### src/design/amsvt_pkg.sv
// Shared types, opcodes and constants of the affine vertex transform block.
// Used by every module of the block; depends on nothing else.
package amsvt_pkg;

  // Opcodes as they arrive on the input stream
  typedef enum logic [3:0] {
    OP_VERTEX    = 4'd0,
    OP_PUSH      = 4'd1,
    OP_POP       = 4'd2,
    OP_TRANSLATE = 4'd3,
    OP_ROTATE    = 4'd4,
    OP_SCALE     = 4'd5,
    OP_BLEND     = 4'd6,
    OP_TEXTURE   = 4'd7,
    OP_ALPHA     = 4'd8,
    OP_COLOUR    = 4'd9,
    OP_RESET     = 4'd10
  } op_t;

  // Sequencer states of the back end
  typedef enum logic [2:0] {
    ST_IDLE,
    ST_CORDIC,
    ST_MUL,
    ST_ADD,
    ST_POP,
    ST_OUT
  } back_state_t;

  // One decoded item as held in the queue between front and back
  typedef struct packed {
    op_t                op;
    logic signed [31:0] pos_x;
    logic signed [31:0] pos_y;
    logic signed [31:0] tex_u;
    logic signed [31:0] tex_v;
    logic signed [31:0] factor_x;
    logic signed [31:0] factor_y;
    logic [15:0]        angle;
    logic [15:0]        texture_id;
    logic               blend_add;
    logic [7:0]         alpha_byte;
    logic [23:0]        rgb_word;
  } item_t;

  localparam int STACK_DEPTH_DEF = 16;
  localparam int IN_DATA_W       = 264;
  localparam int OUT_DATA_W      = 184;

  localparam logic signed [31:0] ONE_Q16      = 32'sh0001_0000;
  localparam logic signed [31:0] MINUS_HALF   = -32'sh0000_8000;
  localparam logic signed [31:0] ROUND_HALF   = 32'sh0000_8000;
  localparam logic [31:0]        WHITE_ARGB   = 32'hFFFF_FFFF;
  localparam logic signed [33:0] CORDIC_START = 34'sd652032874;
  localparam logic signed [33:0] CORDIC_ROUND = 34'sd8192;
  localparam int                 CORDIC_STEPS = 24;

  // Arctangent of 2^-i in units of 2^32 per turn
  function automatic logic signed [33:0] atan_turns(input logic [4:0] i);
    logic signed [33:0] r;
    case (i)
      5'd0:  r = 34'sd536870912;
      5'd1:  r = 34'sd316933406;
      5'd2:  r = 34'sd167458907;
      5'd3:  r = 34'sd85004756;
      5'd4:  r = 34'sd42667331;
      5'd5:  r = 34'sd21354465;
      5'd6:  r = 34'sd10679838;
      5'd7:  r = 34'sd5340245;
      5'd8:  r = 34'sd2670163;
      5'd9:  r = 34'sd1335087;
      5'd10: r = 34'sd667544;
      5'd11: r = 34'sd333772;
      5'd12: r = 34'sd166886;
      5'd13: r = 34'sd83443;
      5'd14: r = 34'sd41722;
      5'd15: r = 34'sd20861;
      5'd16: r = 34'sd10430;
      5'd17: r = 34'sd5215;
      5'd18: r = 34'sd2608;
      5'd19: r = 34'sd1304;
      5'd20: r = 34'sd652;
      5'd21: r = 34'sd326;
      5'd22: r = 34'sd163;
      5'd23: r = 34'sd81;
      default: r = 34'sd0;
    endcase
    return r;
  endfunction

endpackage

### src/design/amsvt_front.sv
// Front end: takes words from the input stream, decodes the opcode and
// queues valid items in a two-entry queue. Depends on amsvt_pkg.
module amsvt_front (
  input  logic                            clk,
  input  logic                            rst,
  input  logic                            s_tvalid,
  output logic                            s_tready,
  input  logic [amsvt_pkg::IN_DATA_W-1:0] s_tdata,
  input  logic [3:0]                      s_tuser,
  output logic                            q_valid,
  input  logic                            q_pop,
  output amsvt_pkg::item_t                q_item
);

  amsvt_pkg::item_t q_mem [2];
  logic             wr_ptr;
  logic             rd_ptr;
  logic [1:0]       q_count;
  amsvt_pkg::item_t item;
  logic             known;
  logic             push;
  logic             pop;

  // Unpack the word and classify the opcode
  always_comb begin
    item.op         = amsvt_pkg::op_t'(s_tuser);
    item.pos_x      = s_tdata[31:0];
    item.pos_y      = s_tdata[63:32];
    item.tex_u      = s_tdata[95:64];
    item.tex_v      = s_tdata[127:96];
    item.factor_x   = s_tdata[159:128];
    item.factor_y   = s_tdata[191:160];
    item.angle      = s_tdata[207:192];
    item.texture_id = s_tdata[223:208];
    item.blend_add  = s_tdata[224];
    item.alpha_byte = s_tdata[232:225];
    item.rgb_word   = s_tdata[256:233];
    known           = (s_tuser <= amsvt_pkg::OP_RESET);
  end

  assign s_tready = (q_count != 2'd2);
  assign push     = s_tvalid && s_tready && known;
  assign pop      = q_pop && q_valid;
  assign q_valid  = (q_count != 2'd0);
  assign q_item   = q_mem[rd_ptr];

  // Queue storage
  always_ff @(posedge clk) begin
    if (push) begin
      q_mem[wr_ptr] <= item;
    end
  end

  // Queue pointers and fill level
  always_ff @(posedge clk) begin
    if (rst) begin
      wr_ptr  <= 1'b0;
      rd_ptr  <= 1'b0;
      q_count <= 2'd0;
    end else begin
      if (push) wr_ptr <= ~wr_ptr;
      if (pop) rd_ptr <= ~rd_ptr;
      q_count <= q_count + {1'b0, push} - {1'b0, pop};
    end
  end

endmodule

### config.mk
export PLATFORM = sky130hd
export DESIGN_NAME = amsvt_front
export DESIGN_NICKNAME = d
export VERILOG_FILES = /design/src/design/amsvt_pkg.sv /design/src/design/amsvt_front.sv
export SDC_FILE = /design/constraint.sdc
export NUM_CORES = 1
export LEC_CHECK = 0
export BUFFER_PORTS_ARGS = -buffer_cell sky130_fd_sc_hd__clkbuf_2
export CAP_MARGIN = 20
export CORE_ASPECT_RATIO = 1.2
export CORE_MARGIN = 1.5
export CORE_UTILIZATION = 29
export DETAILED_ROUTE_END_ITERATION = 16
export PLACE_DENSITY = 0.55
export SLEW_MARGIN = 20
export SYNTH_ARGS = -nofsm -noshare
export SYNTH_HDL_FRONTEND = slang
export SYNTH_SLANG_ARGS = --single-unit
### constraint.sdc
create_clock -name clk -period 18.3 [get_ports clk]
set_input_delay 3.66 -clock clk [delete_from_list [all_inputs] [get_ports clk]]
set_output_delay 3.66 -clock clk [all_outputs]
set_load 0.01 [all_outputs]
==> results.txt <==
CP cell instances = buf_12 > buf_4 > mux2_4 > clkbuf_2
Core area = 67,400 um^2
Worst setup EP type = output port
Via count = 9,816
#FFs+latches synth = 527
Critical Path Source Type = flop
Num rows = 104
Top cells by area, synth = edfxtp_1 (79%), mux2_4 (14%), mux2_2 (4.1%)
Total routed wirelength = 43.2 mm
PD cells = 141 nW/um^2
Clock transition at path regs = 0.07 ns
Final worst path period share = 39.2%
FMAX = 139 MHz
Nets = 1,679
Unrepaired setup endpoints after global routing = no
Slowest-stage cell, CP = buf_4
Pleak = 0.00973 uW
Post-CTS sizing = 0
Cells after Synth = 840
Finish-stage setup viols = 0
Worst hold path type = reg -> reg
Final Util = 37.6%
Critical path class = reg -> out
Crit Path Max Fanout = 125
Gr ovfl total = 0
Synth Cell Area = 19,900 um^2
Status = finished clean
Slew of the pin with the lowest slew margin = 1.08 ns
Fill count = 6,358
Max Slew Vio Count = 0
Post-CTS Setup Bufs = 0
GRT Resource Usage Total = 11.7%
FFs w/ async S/R, synth = 0%
Fin. Hold Viols = 0
Number of port buffers = 527
Dominant synthesized flop cell = edfxtp_1
Share of layout cells above drive strength 1 = 61.0%
DIE WIDTH = 242 um
Drt drc = 0
Worst VDD drop = 0.0843 mV
CTS buffer count = 54
Top cells by count, synth = edfxtp_1 (522), mux2_4 (190), mux2_2 (72)
Worst path max stage delay = 0.82 ns
Syn-to-layout area delta = 27.6%
Pin count of the biggest net entering global routing = 126
Clk buf depth = 3
Number of routed nets with antenna violations = 0
# H-tree levels = 2
Clock root buffer = clkbuf_16
Yosys cell types = 19
Hold slack = 0.527 ns
Mean Syn Cell Area = 23.6 um^2
Critical Path RT = 14.64 ns
Gpl congestion = 0.732
DRT Pass-1 Iters = 4
Final Skew = 0.0150 ns
Synth top area share = 78.9%
Post-route setup TNS = 0 ns
Clock sink count = 527
Number of flops mapped to enable cells by yosys = 522
Die H = 290 um
Starting DRT DRC Count = 343
Initial Utilization = 29.5%
Clock Latency Late Sink = 0.60 ns
HPWL after DPL = 29.1 mm
Drt wl/cell = 18.4 um
Max_cap viols = 0
First-pass GRT wire length = 62.1 mm
Crit path DAT = 3.51 ns
CP bufs+invs = 3
Slew margin rel. = 28.0%
Register area share after synthesis = 79.4%
Synth Net Count = 1,114
DIE AREA = 70,100 um^2
Final min period = 7.17 ns
Vias in the first global route = 10,390
Top-count cell post-synth = edfxtp_1
Hold path start = rd_ptr$_SDFFE_PP0P_
DR vias/cell = 4.17
CTS tree = built
Top delay family on crit path = buffers and inverters
Cts-stage hold buffer count = 0
Antenna violations before repair = 4
Reg2Reg Launch Point = q_count[0]$_SDFF_PP0_
I/O pin count = 535
Post-synth top area cell = edfxtp_1
Synth Warn # = 0
## flip-flops by register name, summed over array words and instances, names as in the netlist, named ones only
register,cells
wr_ptr,1
q_mem,522
q_count,2
rd_ptr,1
## layer usage
metal,global-route usage [%],part of all wire [%]
met1,12.9,37
met2,20.5,52
met3,4.31,8.1
met4,4.50,3.0
met5,0,0
## report_power, final
part           internal, uW  switching, uW  leakage, uW
logic                   442            461      0.00395
registers              1490           40.0      0.00486
clock network           695            451     0.000913
## stage by stage
step	power, uW	setup slack, ns	cells	cell area, um^2
final	3580	11.13	2354	25300
after global routing	3740	10.92	2354	25300
after CTS	3650	11.00	2351	25300
after detailed placement	2480	11.01	2249	23400
after global placement	2470	11.04	2249	23400
after floorplan	2210	2.50	840	19900
## placed cells by master (no fill, tap or decap), types with 3 or more instances in the layout
cell | synthesis | final
clkbuf_1 | 0 | 14
nor2_1 | 5 | 4
clkinv_1 | 0 | 7
clkbuf_16 | 0 | 57
edfxtp_1 | 522 | 522
mux2_4 | 190 | 190
bufinv_16 | 0 | 9
buf_4 | 0 | 8
clkbuf_2 | 0 | 527
inv_1 | 3 | 3
clkinv_2 | 0 | 11
mux2_2 | 72 | 72
dfxtp_1 | 5 | 4
## worst paths after layout
path / end / slack, ns / cells after the start
max: q_item[219] / 11.13 / 4
min: rd_ptr$_SDFFE_PP0P_ / 0.53 / 2
max reg2reg: q_mem[1][259]$_DFFE_PP_ / 14.73 / 6
min reg2reg: rd_ptr$_SDFFE_PP0P_ / 0.53 / 2
## layout make-up
class                   count  area (um^2)  area share, %
multi-input cells         281         3800           15.0
well taps                 901         1130           4.45
diodes                      2         5.00         0.0198
repair buffers            538         2750           10.8
inverters                   3         11.3         0.0444
clock inverters            31          385           1.52
clock buffers              71         1480           5.84
flip-flops and latches    527        15800           62.3
## logic make-up (layout without fill, tap and decap cells)
logic type / count (synthesis) / in the layout / synth area share (%)
compound gates: 3 / 3 / 0.113
fa+ha+maj: 2 / 2 / 0.126
xor+xnor: 2 / 2 / 0.0882
other cells: 0 / 2 / 0
simple gates: 12 / 12 / 0.309
mux: 262 / 262 / 18.4
buf+inv: 32 / 643 / 1.48
flops: 527 / 527 / 79.4
## worst min-delay path, delay by kind of cell (launching register included)
family           cells  cell delay [ns]
flip-flops           1             0.32
XOR/XNOR             1             0.08
AND/OR/NAND/NOR      1             0.08
Power figures use the tool's default switching activity.
